$ cat src/rtl/core/tre_pkg.sv
// ----------------------------------------------------------------------------
// tre_pkg
// Shared types, constants and character helpers for the extended hex encoder.
// ----------------------------------------------------------------------------
package tre_pkg;

  localparam int unsigned CNT_W         = 5;   // word counts, 0..16
  localparam int unsigned WADDR_W       = 19;  // word address
  localparam int unsigned BADDR_W       = 20;  // byte address
  localparam int unsigned DATA_W        = 16;
  localparam int unsigned CHAR_W        = 8;
  localparam int unsigned MAX_WORDS_DEF = 16;

  localparam logic [CNT_W-1:0] WPR_RESET = 5'd16;

  localparam logic [CHAR_W-1:0] CH_PCT  = 8'h25;  // '%'
  localparam logic [CHAR_W-1:0] CH_0    = 8'h30;
  localparam logic [CHAR_W-1:0] CH_5    = 8'h35;
  localparam logic [CHAR_W-1:0] CH_6    = 8'h36;
  localparam logic [CHAR_W-1:0] CH_8    = 8'h38;
  localparam logic [CHAR_W-1:0] CH_B    = 8'h42;
  localparam logic [CHAR_W-1:0] CH_NL   = 8'h0A;

  // type digits '6' + '5' of a data record, "0B8" + '5' of the end record
  localparam logic [7:0] DATA_TYPE_SUM = 8'd11;
  localparam logic [7:0] TERM_FIX_SUM  = 8'd24;

  typedef struct packed {
    logic               action;
    logic [WADDR_W-1:0] word_address;
    logic [DATA_W-1:0]  data_word;
  } in_item_t;

  typedef struct packed {
    logic [CHAR_W-1:0] char_first;
    logic [CHAR_W-1:0] char_second;
    logic [CHAR_W-1:0] char_third;
    logic [CHAR_W-1:0] char_fourth;
    logic [2:0]        char_count;
    logic              record_end;
    logic              last_of_run;
  } out_item_t;

  typedef enum logic {
    CMD_DATA = 1'b0,
    CMD_TERM = 1'b1
  } cmd_kind_t;

  // one record to print, handed from front to back
  typedef struct packed {
    cmd_kind_t          kind;
    logic               bank;
    logic [CNT_W-1:0]   count;
    logic [BADDR_W-1:0] addr;
    logic [7:0]         sum;
    logic               last;
  } cmd_t;

  // back releases a word bank once its record is printed
  typedef struct packed {
    logic valid;
    logic bank;
  } rel_t;

  typedef enum logic [2:0] {
    F_IDLE,
    F_PRE,
    F_WORD,
    F_POST,
    F_TERM
  } front_state_t;

  typedef enum logic [2:0] {
    B_IDLE,
    B_HDR0,
    B_HDR1,
    B_HDR2,
    B_WORD,
    B_NL
  } back_state_t;

  function automatic logic [CHAR_W-1:0] hex_char(input logic [3:0] v);
    hex_char = (v < 4'd10) ? (CH_0 + {4'h0, v}) : (8'h37 + {4'h0, v});
  endfunction

  function automatic logic [7:0] nib(input logic [3:0] v);
    nib = {4'h0, v};
  endfunction

  function automatic logic [7:0] dsum4(input logic [15:0] v);
    dsum4 = nib(v[15:12]) + nib(v[11:8]) + nib(v[7:4]) + nib(v[3:0]);
  endfunction

  function automatic logic [7:0] dsum5(input logic [19:0] v);
    dsum5 = nib(v[19:16]) + nib(v[15:12]) + nib(v[11:8]) + nib(v[7:4])
          + nib(v[3:0]);
  endfunction

endpackage

$ cat src/rtl/core/tre_ram.sv
// ----------------------------------------------------------------------------
// tre_ram
// Generic single-write, single-read RAM with registered read data.
// ----------------------------------------------------------------------------
module tre_ram #(
  parameter int unsigned WIDTH = 16,
  parameter int unsigned DEPTH = 32
) (
  input  logic                     clk,
  input  logic                     wr_en,
  input  logic [$clog2(DEPTH)-1:0] wr_addr,
  input  logic [WIDTH-1:0]         wr_data,
  input  logic                     rd_en,
  input  logic [$clog2(DEPTH)-1:0] rd_addr,
  output logic [WIDTH-1:0]         rd_data
);

  logic [WIDTH-1:0] mem [DEPTH];
  logic [WIDTH-1:0] rd_data_r;

  always_ff @(posedge clk) begin
    if (wr_en) begin
      mem[wr_addr] <= wr_data;
    end
    if (rd_en) begin
      rd_data_r <= mem[rd_addr];
    end
  end

  assign rd_data = rd_data_r;

endmodule

$ cat src/rtl/core/tre_cmd_fifo.sv
// ----------------------------------------------------------------------------
// tre_cmd_fifo
// Two-entry queue of record commands between front and back.
// ----------------------------------------------------------------------------
module tre_cmd_fifo
  import tre_pkg::*;
(
  input  logic clk,
  input  logic rst_n,
  input  logic push,
  input  cmd_t push_data,
  output logic full,
  input  logic pop,
  output cmd_t pop_data,
  output logic empty
);

  cmd_t       ent_r [2];
  logic       wr_ptr_r, wr_ptr_nxt;
  logic       rd_ptr_r, rd_ptr_nxt;
  logic [1:0] cnt_r, cnt_nxt;
  logic       do_push, do_pop;

  assign full     = (cnt_r == 2'd2);
  assign empty    = (cnt_r == 2'd0);
  assign do_push  = push && !full;
  assign do_pop   = pop && !empty;
  assign pop_data = ent_r[rd_ptr_r];

  always_comb begin
    wr_ptr_nxt = do_push ? ~wr_ptr_r : wr_ptr_r;
    rd_ptr_nxt = do_pop ? ~rd_ptr_r : rd_ptr_r;
    cnt_nxt    = cnt_r + {1'b0, do_push} - {1'b0, do_pop};
  end

  always_ff @(posedge clk) begin
    if (!rst_n) begin
      wr_ptr_r <= 1'b0;
      rd_ptr_r <= 1'b0;
      cnt_r    <= 2'd0;
    end else begin
      wr_ptr_r <= wr_ptr_nxt;
      rd_ptr_r <= rd_ptr_nxt;
      cnt_r    <= cnt_nxt;
    end
  end

  always_ff @(posedge clk) begin
    if (do_push) begin
      ent_r[wr_ptr_r] <= push_data;
    end
  end

  a_cnt_max: assert property (@(posedge clk) disable iff (!rst_n) cnt_r != 2'd3)
    else $error("cmd fifo count overflow");
  a_ptr_gap: assert property (@(posedge clk) disable iff (!rst_n)
      (cnt_r == 2'd0 || cnt_r == 2'd2) |-> (wr_ptr_r == rd_ptr_r))
    else $error("cmd fifo pointers out of step");
  a_no_lost_push: assert property (@(posedge clk) disable iff (!rst_n)
      push |-> !full)
    else $error("front pushed into full cmd fifo");

endmodule

$ cat src/rtl/core/tre_front.sv
// ----------------------------------------------------------------------------
// tre_front
// Takes items, keeps the open record, stores words, issues record commands.
// ----------------------------------------------------------------------------
module tre_front
  import tre_pkg::*;
#(
  parameter int unsigned MAX_WORDS = MAX_WORDS_DEF
) (
  input  logic             clk,
  input  logic             rst_n,
  input  logic             in_push,
  output logic             in_full,
  input  in_item_t         in_item,
  input  logic [CNT_W-1:0] wpr,
  output logic             cmd_push,
  output cmd_t             cmd_data,
  input  logic             cmd_full,
  input  rel_t             rel,
  output logic             ram_wr_en,
  output logic [((MAX_WORDS > 1) ? $clog2(MAX_WORDS) : 1):0] ram_wr_addr,
  output logic [DATA_W-1:0] ram_wr_data
);

  localparam int unsigned IDX_W = (MAX_WORDS > 1) ? $clog2(MAX_WORDS) : 1;
  localparam logic [CNT_W-1:0] MAXW = CNT_W'(MAX_WORDS);

  front_state_t       state_r, state_nxt;
  in_item_t           item_r, item_nxt;
  logic               pre_r, pre_nxt;
  logic               post_r, post_nxt;
  logic [CNT_W-1:0]   held_r, held_nxt;
  logic [7:0]         sum_r, sum_nxt;
  logic [BADDR_W-1:0] rba_r, rba_nxt;
  logic [WADDR_W-1:0] prev_r, prev_nxt;
  logic               bank_r, bank_nxt;
  logic [1:0]         busy_r, busy_nxt;

  logic               accept;
  logic [CNT_W-1:0]   limit;
  logic               contig;
  logic               pre_in;
  logic [CNT_W-1:0]   held_after;
  logic               post_in;
  logic [7:0]         len;
  logic [BADDR_W-1:0] term_addr;
  logic               close_go;

  assign in_full = (state_r != F_IDLE);
  assign accept  = in_push && !in_full;

  // zero acts as one, oversize clamps to the store depth
  always_comb begin
    if (wpr == '0) begin
      limit = CNT_W'(1);
    end else if (wpr > MAXW) begin
      limit = MAXW;
    end else begin
      limit = wpr;
    end
  end

  // classify the incoming item
  always_comb begin
    contig     = ({1'b0, in_item.word_address} == ({1'b0, prev_r} + 20'd1));
    if (in_item.action) begin
      pre_in = (held_r != '0);
    end else begin
      pre_in = (held_r != '0) && (!contig || (held_r >= limit));
    end
    held_after = (pre_in ? '0 : held_r) + CNT_W'(1);
    post_in    = !in_item.action && (held_after >= limit);
  end

  always_comb begin
    state_nxt = state_r;
    unique case (state_r)
      F_IDLE: begin
        if (accept) begin
          if (pre_in) begin
            state_nxt = F_PRE;
          end else if (in_item.action) begin
            state_nxt = F_TERM;
          end else begin
            state_nxt = F_WORD;
          end
        end
      end
      F_PRE: begin
        if (!cmd_full) begin
          state_nxt = item_r.action ? F_TERM : F_WORD;
        end
      end
      F_WORD: begin
        if (!busy_r[bank_r]) begin
          state_nxt = post_r ? F_POST : F_IDLE;
        end
      end
      F_POST: begin
        if (!cmd_full) begin
          state_nxt = F_IDLE;
        end
      end
      F_TERM: begin
        if (!cmd_full) begin
          state_nxt = F_IDLE;
        end
      end
      default: state_nxt = F_IDLE;
    endcase
  end

  always_comb begin
    len       = 8'd11 + {1'b0, held_r, 2'b00};
    term_addr = {item_r.word_address, 1'b0};

    item_nxt  = accept ? in_item : item_r;
    pre_nxt   = accept ? pre_in : pre_r;
    post_nxt  = accept ? post_in : post_r;
    held_nxt  = held_r;
    sum_nxt   = sum_r;
    rba_nxt   = rba_r;
    prev_nxt  = prev_r;
    bank_nxt  = bank_r;
    busy_nxt  = busy_r;
    close_go  = 1'b0;

    cmd_push       = 1'b0;
    cmd_data.kind  = CMD_DATA;
    cmd_data.bank  = bank_r;
    cmd_data.count = held_r;
    cmd_data.addr  = rba_r;
    cmd_data.sum   = nib(len[7:4]) + nib(len[3:0]) + DATA_TYPE_SUM + dsum5(rba_r) + sum_r;
    cmd_data.last  = 1'b1;

    ram_wr_en   = 1'b0;
    ram_wr_addr = {bank_r, held_r[IDX_W-1:0]};
    ram_wr_data = item_r.data_word;

    if (rel.valid) begin
      busy_nxt[rel.bank] = 1'b0;
    end

    unique case (state_r)
      F_PRE: begin
        cmd_push      = !cmd_full;
        close_go      = !cmd_full;
        cmd_data.last = !item_r.action && !post_r;
      end
      F_WORD: begin
        if (!busy_r[bank_r]) begin
          ram_wr_en = 1'b1;
          if (held_r == '0) begin
            rba_nxt = {item_r.word_address, 1'b0};
          end
          held_nxt = held_r + CNT_W'(1);
          sum_nxt  = sum_r + dsum4(item_r.data_word);
          prev_nxt = item_r.word_address;
        end
      end
      F_POST: begin
        cmd_push = !cmd_full;
        close_go = !cmd_full;
      end
      F_TERM: begin
        cmd_push       = !cmd_full;
        cmd_data.kind  = CMD_TERM;
        cmd_data.count = '0;
        cmd_data.addr  = term_addr;
        cmd_data.sum   = TERM_FIX_SUM + dsum5(term_addr);
      end
      default: begin
      end
    endcase

    // record handed over: its bank stays locked until printed
    if (close_go) begin
      busy_nxt[bank_r] = 1'b1;
      bank_nxt         = ~bank_r;
      held_nxt         = '0;
      sum_nxt          = '0;
    end
  end

  always_ff @(posedge clk) begin
    if (!rst_n) begin
      state_r <= F_IDLE;
      held_r  <= '0;
      sum_r   <= '0;
      rba_r   <= '0;
      prev_r  <= '0;
      bank_r  <= 1'b0;
      busy_r  <= '0;
      pre_r   <= 1'b0;
      post_r  <= 1'b0;
    end else begin
      state_r <= state_nxt;
      held_r  <= held_nxt;
      sum_r   <= sum_nxt;
      rba_r   <= rba_nxt;
      prev_r  <= prev_nxt;
      bank_r  <= bank_nxt;
      busy_r  <= busy_nxt;
      pre_r   <= pre_nxt;
      post_r  <= post_nxt;
    end
  end

  always_ff @(posedge clk) begin
    item_r <= item_nxt;
  end

  a_no_empty_rec: assert property (@(posedge clk) disable iff (!rst_n)
      (cmd_push && cmd_data.kind == CMD_DATA) |-> (cmd_data.count != '0))
    else $error("empty data record issued");
  a_held_max: assert property (@(posedge clk) disable iff (!rst_n)
      held_r <= MAXW)
    else $error("open record exceeds store depth");
  a_pre_used: assert property (@(posedge clk) disable iff (!rst_n)
      (state_r == F_PRE) |-> pre_r)
    else $error("pre-close state without pending close");
  a_term_last: assert property (@(posedge clk) disable iff (!rst_n)
      (state_r == F_TERM) |-> (held_r == '0))
    else $error("end record issued with words still open");

endmodule

$ cat src/rtl/core/tre_back.sv
// ----------------------------------------------------------------------------
// tre_back
// Prints record commands as groups of up to four characters into the output register.
// ----------------------------------------------------------------------------
module tre_back
  import tre_pkg::*;
#(
  parameter int unsigned MAX_WORDS = MAX_WORDS_DEF
) (
  input  logic             clk,
  input  logic             rst_n,
  input  cmd_t             cmd_data,
  input  logic             cmd_empty,
  output logic             cmd_pop,
  output rel_t             rel,
  output logic             ram_rd_en,
  output logic [((MAX_WORDS > 1) ? $clog2(MAX_WORDS) : 1):0] ram_rd_addr,
  input  logic [DATA_W-1:0] ram_rd_data,
  output out_item_t        out_item,
  output logic             out_valid,
  input  logic             out_pop
);

  localparam int unsigned IDX_W = (MAX_WORDS > 1) ? $clog2(MAX_WORDS) : 1;

  back_state_t      state_r, state_nxt;
  cmd_t             cmd_r, cmd_nxt;
  logic [CNT_W-1:0] widx_r, widx_nxt;
  out_item_t        out_r, out_nxt;
  logic             out_valid_r, out_valid_nxt;

  logic             adv;
  logic             grp_state;
  logic [7:0]       len;
  logic [CNT_W-1:0] widx_inc;
  out_item_t        grp;

  assign adv       = !out_valid_r || out_pop;
  assign grp_state = (state_r != B_IDLE);
  assign len       = 8'd11 + {1'b0, cmd_r.count, 2'b00};
  assign widx_inc  = widx_r + CNT_W'(1);

  always_comb begin
    state_nxt = state_r;
    unique case (state_r)
      B_IDLE: if (!cmd_empty) state_nxt = B_HDR0;
      B_HDR0: if (adv) state_nxt = B_HDR1;
      B_HDR1: if (adv) state_nxt = B_HDR2;
      B_HDR2: begin
        if (adv) begin
          state_nxt = (cmd_r.kind == CMD_DATA && cmd_r.count != '0) ? B_WORD : B_NL;
        end
      end
      B_WORD: if (adv && widx_inc == cmd_r.count) state_nxt = B_NL;
      B_NL:   if (adv) state_nxt = B_IDLE;
      default: state_nxt = B_IDLE;
    endcase
  end

  always_comb begin
    cmd_pop       = 1'b0;
    cmd_nxt       = cmd_r;
    widx_nxt      = widx_r;
    rel.valid     = 1'b0;
    rel.bank      = cmd_r.bank;
    ram_rd_en     = 1'b0;
    ram_rd_addr   = {cmd_r.bank, widx_r[IDX_W-1:0]};

    grp.char_first  = hex_char(cmd_r.sum[7:4]);
    grp.char_second = hex_char(cmd_r.sum[3:0]);
    grp.char_third  = CH_5;
    grp.char_fourth = hex_char(cmd_r.addr[19:16]);
    grp.char_count  = 3'd4;
    grp.record_end  = 1'b0;
    grp.last_of_run = 1'b0;

    unique case (state_r)
      B_IDLE: begin
        if (!cmd_empty) begin
          cmd_pop  = 1'b1;
          cmd_nxt  = cmd_data;
          widx_nxt = '0;
        end
      end
      B_HDR0: begin
        grp.char_first = CH_PCT;
        if (cmd_r.kind == CMD_TERM) begin
          grp.char_second = CH_0;
          grp.char_third  = CH_B;
          grp.char_fourth = CH_8;
        end else begin
          grp.char_second = hex_char(len[7:4]);
          grp.char_third  = hex_char(len[3:0]);
          grp.char_fourth = CH_6;
        end
      end
      B_HDR1: begin
      end
      B_HDR2: begin
        grp.char_first  = hex_char(cmd_r.addr[15:12]);
        grp.char_second = hex_char(cmd_r.addr[11:8]);
        grp.char_third  = hex_char(cmd_r.addr[7:4]);
        grp.char_fourth = hex_char(cmd_r.addr[3:0]);
        // fetch the first word ahead of its group
        if (adv && cmd_r.kind == CMD_DATA && cmd_r.count != '0) begin
          ram_rd_en = 1'b1;
        end
      end
      B_WORD: begin
        grp.char_first  = hex_char(ram_rd_data[15:12]);
        grp.char_second = hex_char(ram_rd_data[11:8]);
        grp.char_third  = hex_char(ram_rd_data[7:4]);
        grp.char_fourth = hex_char(ram_rd_data[3:0]);
        if (adv) begin
          widx_nxt    = widx_inc;
          ram_rd_addr = {cmd_r.bank, widx_inc[IDX_W-1:0]};
          ram_rd_en   = (widx_inc != cmd_r.count);
        end
      end
      B_NL: begin
        grp.char_first  = CH_NL;
        grp.char_second = '0;
        grp.char_third  = '0;
        grp.char_fourth = '0;
        grp.char_count  = 3'd1;
        grp.record_end  = 1'b1;
        grp.last_of_run = cmd_r.last;
        rel.valid       = adv && (cmd_r.kind == CMD_DATA);
      end
      default: begin
      end
    endcase

    out_nxt       = out_r;
    out_valid_nxt = out_valid_r && !out_pop;
    if (grp_state && adv) begin
      out_nxt       = grp;
      out_valid_nxt = 1'b1;
    end
  end

  always_ff @(posedge clk) begin
    if (!rst_n) begin
      state_r     <= B_IDLE;
      out_valid_r <= 1'b0;
    end else begin
      state_r     <= state_nxt;
      out_valid_r <= out_valid_nxt;
    end
  end

  always_ff @(posedge clk) begin
    cmd_r  <= cmd_nxt;
    widx_r <= widx_nxt;
    out_r  <= out_nxt;
  end

  assign out_item  = out_r;
  assign out_valid = out_valid_r;

  a_widx_range: assert property (@(posedge clk) disable iff (!rst_n)
      (state_r == B_WORD) |-> (widx_r < cmd_r.count))
    else $error("word index past record length");
  a_word_data_only: assert property (@(posedge clk) disable iff (!rst_n)
      (state_r == B_WORD) |-> (cmd_r.kind == CMD_DATA))
    else $error("end record reached word state");
  a_hold_stalled: assert property (@(posedge clk) disable iff (!rst_n)
      (out_valid_r && !out_pop) |=> (out_valid_r && $stable(out_r)))
    else $error("stalled group changed");

endmodule

$ cat src/rtl/core/tekhex_record_encoder.sv
// ----------------------------------------------------------------------------
// tekhex_record_encoder
// Extended hex data-record encoder: words in, ASCII record text out.
// ----------------------------------------------------------------------------
// Push 16-bit words with their 19-bit word addresses; the block gathers them
// into one open record and prints it as text in groups of up to four
// characters on the out_ side: '%', length, '6', checksum, '5', five-digit
// byte address, four hex digits per word, newline. A record closes at the
// configured word count (cfg_data, 0 reads as 1, above MAX_WORDS clamps),
// at an address gap, or on an end-of-file item, which also prints the end
// record "%0B8", checksum, '5' and the byte transfer address. A word that
// closes nothing is accepted and then stored; one that closes a record,
// and the end item, also issue commands, as long as the command queue has
// room. Printing runs at one group per cycle while out_pop keeps up, a
// record of n words being 4 + n groups plus an idle state to fetch its
// command; that printer is the sustained limit once records close often.
// Words are held in two banks of a small RAM so the next record fills
// while the last one prints; a word's store stalls only if both banks are
// still waiting to print. last_of_run marks the final group caused by one
// pushed item. Write the word count only while no output is outstanding.
// ----------------------------------------------------------------------------
module tekhex_record_encoder
  import tre_pkg::*;
#(
  parameter int unsigned MAX_WORDS = MAX_WORDS_DEF
) (
  input  logic             clk,
  input  logic             rst_n,
  input  logic             in_push,
  output logic             in_full,
  input  in_item_t         in_item,
  output logic             out_empty,
  input  logic             out_pop,
  output out_item_t        out_item,
  input  logic             cfg_valid,
  output logic             cfg_ready,
  input  logic [CNT_W-1:0] cfg_data
);

  localparam int unsigned IDX_W  = (MAX_WORDS > 1) ? $clog2(MAX_WORDS) : 1;
  localparam int unsigned RAM_DP = 2 << IDX_W;   // two banks

  logic [CNT_W-1:0] wpr_r, wpr_nxt;

  cmd_t             f_cmd, b_cmd;
  logic             f_cmd_push, q_full, q_empty, b_cmd_pop;
  rel_t             rel;
  logic             ram_wr_en, ram_rd_en;
  logic [IDX_W:0]   ram_wr_addr, ram_rd_addr;
  logic [DATA_W-1:0] ram_wr_data, ram_rd_data;
  logic             out_valid;

  // register write port never stalls
  assign cfg_ready = 1'b1;
  assign wpr_nxt   = (cfg_valid && cfg_ready) ? cfg_data : wpr_r;

  always_ff @(posedge clk) begin
    if (!rst_n) begin
      wpr_r <= WPR_RESET;
    end else begin
      wpr_r <= wpr_nxt;
    end
  end

  tre_front #(.MAX_WORDS(MAX_WORDS)) u_front (
    .clk         (clk),
    .rst_n       (rst_n),
    .in_push     (in_push),
    .in_full     (in_full),
    .in_item     (in_item),
    .wpr         (wpr_r),
    .cmd_push    (f_cmd_push),
    .cmd_data    (f_cmd),
    .cmd_full    (q_full),
    .rel         (rel),
    .ram_wr_en   (ram_wr_en),
    .ram_wr_addr (ram_wr_addr),
    .ram_wr_data (ram_wr_data)
  );

  tre_cmd_fifo u_queue (
    .clk       (clk),
    .rst_n     (rst_n),
    .push      (f_cmd_push),
    .push_data (f_cmd),
    .full      (q_full),
    .pop       (b_cmd_pop),
    .pop_data  (b_cmd),
    .empty     (q_empty)
  );

  tre_ram #(.WIDTH(DATA_W), .DEPTH(RAM_DP)) u_words (
    .clk     (clk),
    .wr_en   (ram_wr_en),
    .wr_addr (ram_wr_addr),
    .wr_data (ram_wr_data),
    .rd_en   (ram_rd_en),
    .rd_addr (ram_rd_addr),
    .rd_data (ram_rd_data)
  );

  tre_back #(.MAX_WORDS(MAX_WORDS)) u_back (
    .clk         (clk),
    .rst_n       (rst_n),
    .cmd_data    (b_cmd),
    .cmd_empty   (q_empty),
    .cmd_pop     (b_cmd_pop),
    .rel         (rel),
    .ram_rd_en   (ram_rd_en),
    .ram_rd_addr (ram_rd_addr),
    .ram_rd_data (ram_rd_data),
    .out_item    (out_item),
    .out_valid   (out_valid),
    .out_pop     (out_pop)
  );

  assign out_empty = !out_valid;

  a_count_range: assert property (@(posedge clk) disable iff (!rst_n)
      !out_empty |-> (out_item.char_count >= 3'd1 && out_item.char_count <= 3'd4))
    else $error("group char count out of range");
  a_end_is_nl: assert property (@(posedge clk) disable iff (!rst_n)
      (!out_empty && out_item.record_end) |->
      (out_item.char_count == 3'd1 && out_item.char_first == CH_NL))
    else $error("record end group is not a lone newline");
  a_last_ends_rec: assert property (@(posedge clk) disable iff (!rst_n)
      (!out_empty && out_item.last_of_run) |-> out_item.record_end)
    else $error("last of run inside a record");

endmodule
$ cat config.mk
export PLATFORM = sky130hd
export DESIGN_NAME = tekhex_record_encoder
export DESIGN_NICKNAME = d
export VERILOG_FILES = /design/src/rtl/core/tre_pkg.sv /design/src/rtl/core/tre_ram.sv /design/src/rtl/core/tre_cmd_fifo.sv /design/src/rtl/core/tre_front.sv /design/src/rtl/core/tre_back.sv /design/src/rtl/core/tekhex_record_encoder.sv
export SDC_FILE = /design/constraint.sdc
export NUM_CORES = 1
export LEC_CHECK = 0
export BUFFER_PORTS_ARGS = -buffer_cell sky130_fd_sc_hd__buf_2
export CORE_ASPECT_RATIO = 0.75
export CORE_MARGIN = 3
export CORE_UTILIZATION = 60
export CTS_CLUSTER_SIZE = 24
export DETAILED_ROUTE_END_ITERATION = 10
export PLACE_DENSITY = 0.77
export SYNTH_ARGS = -nofsm -noshare
export SYNTH_HDL_FRONTEND = slang
export SYNTH_SLANG_ARGS = --single-unit
$ cat constraint.sdc
create_clock -name clk -period 6.44 [get_ports clk]
set_clock_uncertainty 0.05 [all_clocks]
set_input_delay 1.288 -clock clk [delete_from_list [all_inputs] [get_ports clk]]
set_output_delay 1.288 -clock clk [all_outputs]
set_load 0.01 [all_outputs]
Yosys cells after proc, flatten, opt, wreduce, memory -nomap -nowiden:

Memories as Yosys holds them, arrays and structs flattened. A register that Yosys moved wholly into a read port is not among the register bits.
Index checks and enable logic that the tools add are counted.

* output and inout port bits: 40
* bits in registers: 149
* bits of input ports: 46
* memories: 2
* bits in writable memories: 584
* word-level logic and storage cells: 245

Memories
* u_words.mem: words 32, width 16, read ports 1, clocked after Yosys merged registers in 1, wr ports 1, RTL line tre_ram.sv:18 `logic [WIDTH-1:0] mem [DEPTH];`
* u_queue.ent_r: words 2, width 36, read ports 1, clocked after Yosys merged registers in 1, wr ports 1, RTL line tre_cmd_fifo.sv:18 `cmd_t ent_r [2];`

* bitwise logic cells: 10
* mux-type cells: 68
* reduce and logical (&&, ||, !) cells: 45
* eq/ne operators: 24
* add/sub/neg operators: 51
* magnitude comparators: 20

Operators by type and width (count)
* $add A6 B4 Y7 const A: 26
* $pmux W32 S4: 1
* $mux W8: 13
* $add A8 B4 Y8: 8
* $lt A4 B4 Y1 const B: 13
* $mux W3: 13
* $mux W33: 1
* $mux W5: 6
* $add A8 B8 Y8: 3
* $mux W24: 1
* $mux W1: 22
* $add A19 B1 Y20 const B: 1
* $add A4 B4 Y5: 4
* $eq A19 B20 Y1: 1
* $pmux W3 S6: 1
* $add A4 B7 Y8 const A: 2
* $add A5 B1 Y5 const B: 3
* $logic_and A1 B1 Y1: 14
* $ne A2 B1 Y1 const B: 7
* $eq A3 B2 Y1 const B: 4
* $pmux W3 S4: 1
* $ge A5 B5 Y1: 2
* $logic_not A5 Y1: 2
* $pmux W5 S2: 1
* other kinds (34): 68

Logic depth before layout (Yosys ltp):

* depth after elaboration: 11
* depth in mapped cells: 20
* depth with buffers taken out: 19

Cells and area by module:

A second synthesis with hierarchy kept.

* cells, all modules: 2433
* area, all modules: 34758.3 um^2

By module, submodules not included
* tre_ram: sequential area each 15855.2 um^2, cells each 1143, instances 1, area an instance 20696.1 um^2
* tre_front: sequential area each 2242.2 um^2, cells each 732, instances 1, area an instance 6528.8 um^2
* tre_back: sequential area each 2242.2 um^2, cells each 400, instances 1, area an instance 4342.9 um^2
* tre_cmd_fifo: sequential area each 2262.2 um^2, cells each 139, instances 1, area an instance 2985.4 um^2
* tekhex_record_encoder: sequential area each 100.1 um^2, cells each 19, instances 1, area an instance 205.2 um^2

Least setup slack after synthesis:

OpenSTA, ideal clock, no wires.

* kind: register -> register
* start: reg u_front.held_r[3]
* end: mem u_queue.ent_r[0][8] in the netlist's numbering (data pin)
* buffers on the path: 2
* arrival time: 4620 ps
* setup time: 269 ps
* setup slack: 1500 ps
* period minus slack after synthesis: 4940 ps
* required time: 6121 ps
* cell stages (with the launch flop): 20
* path through: dfxtp_1 -> clkbuf_1 -> clkbuf_1 -> nand3_1 -> xnor2_1 -> ha_1 -> a21oi_1 -> xor2_1 -> ha_1 -> fa_1 -> fa_1 -> inv_1 -> fa_1 -> ha_1 -> a21o_1 -> a21oi_1 -> o21bai_1 -> a21oi_1 -> xnor2_1 -> o21ai_0

RTL lines
* from (decl): RTL line tre_front.sv:32 `logic [CNT_W-1:0] held_r, held_nxt;`
* from (signal assigned): RTL line tre_front.sv:198 `held_r <= held_nxt;`
* to (decl): RTL line tre_cmd_fifo.sv:18

==> results.md <==
* Synth Instances at 2507
* Share of cells above drive strength 1 at 12.08%
* Drt initial violations at approximately 3100
* Top cells by area, synth: edfxtp_1 (62%), dfxtp_1 (4.2%), mux2i_1 (3.9%), nand2_1 (3.6%), ha_1 (3.1%)
* Synth-to-Final Area Change at 10.92%
* Die Area at ~60000 sq um
* Top cell type's share of synthesized area at approximately three fifths
* CTS max path bufs at 3
* Layout fillers at 3762
* Fin crit period at 5.160 ns
* Status: complete, no violations
* Synth Area in XOR/XNOR at 2.143%
* Area of the multi-input gates at 10570 sq um
* Drt wl/cell at between 20 and 30 um
* Number of synthesized flops with an enable pin at 705
* Sequential-to-total area share from yosys stat at approximately 66%
* Clock latency on the worst-skew pair at 0.62 ns
* Simple-gate portion of the synthesized area at 8.779%
* Post-synth top flop: edfxtp_1
* Final Max Tran Viols at 0
* CTS root buf: clkbuf_16
* LEAKAGE at 0.01359 uW
* Placed cells at 3254
* I/O Pins at 86
* CTS tree: built
* Final Cell Area at around 38000 sq um
* Worst-Margin Slew at ~1.4 ns
* DRC viols at 0
* Proportion of synthesized area in mux cells at between 5 and 6%
* Remaining Overflow, GRT at 0
* Register bit count reported by yosys at ~780
* Worst Path Required at approximately 6.7 ns
* Antenna violations before repair at 3
* Yosys cell types at 78
* Worst vdd ir at between 0.2 and 0.3 mV
* Synthesis Warnings at 0
* Crit-path max FO at 18
* Placeable Area at about 56000 sq um
* RSZ-0062 raised after global routing: no
* Crit Path Class: register to register
* Crit path DAT at 5.42 ns
* Fin nets at 2763
* Cell Rows at 75
* First drt pass iteration count at 8
* Die X at ~280 um
* PnR Total Power at between 10000 and 15000 uW
* Pin count of the biggest net entering global routing at between 100 and 150
* Compound-Gate Fraction of Synth Area at a little under a tenth
* Total GRT Usage at between 20% and 30%
* Antenna-violating nets left at 0
* Startpoint Class: register
* # hold bufs at CTS at 0
* Postcts setup bufs at 0
* Post-DP HPWL at 55050 um
* Crit share post-route at roughly 80%
* Rel. slew slack at between 3 and 4%
* Via count at 21890
* Num CTS Buffers at 73
* Max-cap violations at 0
* Reg area at about 23000 sq um
* GP Congestion at around 0.91
* Hold Crit Class: register to register
* First-pass GRT wire length at between 100000 and 150000 um
* FFs w/ async S/R, synth at 0%
* Sum Neg Setup Slack at 0 ns
* Crit. End Element: register
* Clk slew on worst S/H paths at 0.06 ns
* Die Ht at 212.8 um
* Placed inst area at 35510 sq um
* Main combinational cell family by area after synthesis: compound AO/OA/AOI/OAI gates
* Vias in the first global route at 20750
* Top cell type by total area after synthesis: edfxtp_1
* CTS Sinks at about 780
* Final hold vios at 0
* Detailed Route WL at roughly 87000 um
* Final Instance Count excl. Fillers at 3389
* CTS HTree Levels at 3
* Syn avg cell area at between 10 and 15 sq um
* Adder-Cell Fraction of Synth Area at roughly 5.1%
* Setup violations, final at 0
* Mapped cell area at about 34000 sq um
* PortBufs at around 80
* Via density at ~6.5
* Initial core utilization at between 60% and 70%
* Post-CTS Resized at 0
* Pwr per Cell Area at about 380 nW/um^2
* Fmax at roughly 190 MHz
logic make-up after synthesis:
logic type	after synthesis
flip-flops	776
AO/OA/AOI/OAI	447
buffers and inverters	264
XOR/XNOR	82
AND/OR/NAND/NOR	644
adder cells (fa/ha/maj)	119
multiplexers	173
other	2
Yosys cell counts (all sizes together), types with 17 or more instances:
| cell | number |
|---|---|
| a211oi | 71 |
| a21oi | 104 |
| a221oi | 68 |
| a311o | 64 |
| and3 | 69 |
| buf | 56 |
| clkbuf | 84 |
| dfxtp | 71 |
| edfxtp | 705 |
| fa | 34 |
| ha | 85 |
| inv | 123 |
| mux2 | 38 |
| mux2i | 135 |
| nand2 | 326 |
| nand3 | 33 |
| nor2 | 95 |
| nor3 | 21 |
| o21ai | 65 |
| or4 | 17 |
| xnor2 | 46 |
| xor2 | 35 |
path summary, 6_finish.rpt:
kind | slack (ns) | cells past startpoint | from | to
worst max-delay path | 1.28 | 17 | u_front.held_r[3] | u_queue.ent_r[1][8]
worst min register to register | 0.41 | 2 | u_front.rba_r[8] | u_front.rba_r[8]
worst max register to register | 1.28 | 17 | u_front.held_r[3] | u_queue.ent_r[1][8]
worst min-delay path | 0.41 | 2 | u_front.rba_r[8] | u_front.rba_r[8]
critical path, stage by stage (launching register included):
cell and delay (ns):
dfxtp_1 0.71, nand3_1 0.17, xnor2_1 0.16, ha_1 0.32, a21oi_1 0.17, xor2_1 0.19, ha_1 0.27, fa_1 0.51
fa_1 0.55, inv_1 0.05, fa_1 0.49, ha_1 0.31, a21o_1 0.17, a21oi_1 0.22, o21bai_1 0.09, a21oi_1 0.18
xnor2_1 0.13, o21ai_0 0.12
placed cells by master, fill, tap and decap left out, types with 69 or more instances in the layout:
master / netlist / routed
nand2_1: 325 / 325
nor2_1: 93 / 91
mux2i_1: 133 / 133
buf_2: 41 / 79
edfxtp_1: 705 / 705
buf_4: 12 / 71
a21oi_1: 104 / 104
a211oi_1: 71 / 71
dfxtp_1: 71 / 71
inv_1: 122 / 122
clkbuf_16: 0 / 75
ha_1: 85 / 85
and3_1: 69 / 69
per-stage QoR:
stage | setup WS, ns | utilization [%] | hold WS [ns]
after floorplan | 1.500 | - | 0.3863
after global placement | 1.401 | 63.27 | 0.3940
after detailed placement | 1.312 | 63.27 | 0.3980
after CTS | 1.313 | 67.63 | 0.4061
after global routing | 0.9741 | 67.63 | 0.4256
final | 1.280 | 67.64 | 0.4060
layout make-up:
| cell class | count | share of cell area (%) |
|---|---|---|
| antenna | 1 | 0.006593 |
| clock inverter | 36 | 1.167 |
| timing repair buffer | 152 | 2.552 |
| clock buffer | 98 | 5.278 |
| sequential | 776 | 59.52 |
| multi-input combinational | 1471 | 27.84 |
| inverter | 124 | 1.226 |
| tap | 731 | 2.410 |
where the power goes:
| part | internal, uW | leakage [uW] | switching [uW] |
|---|---|---|---|
| clock network | 2560 | 0.00120 | 1860 |
| registers | 6020 | 0.00697 | 280 |
| logic | 1280 | 0.00542 | 2330 |
| total | 9870 | 0.0136 | 4470 |
sequential cells by signal (all words and copies together) (netlist names), 2 cells and up:
signal	count
u_back.state_r	3
u_front.busy_r	2
u_back.out_item	31
u_queue.ent_r	70
u_front.state_r	3
u_front.prev_r	19
u_front.sum_r	8
u_back.widx_r	5
wpr_r	5
u_words.mem	512
u_front.held_r	5
u_front.rba_r	19
u_front.ram_wr_data	16
u_front.item_r	20
u_queue.cnt_r	2
u_back.cmd_r	34
u_words.rd_data	16
metal layers:
metal,share of wire (%),up-vias,track usage [%]
li1,-,9599,-
met1,42,10830,45.23
met2,43,1280,42.36
met3,11,180,6.220
met4,2.8,2,8.202
met5,0.014,-,0
Note: power is estimated with default switching activity, not from simulation.
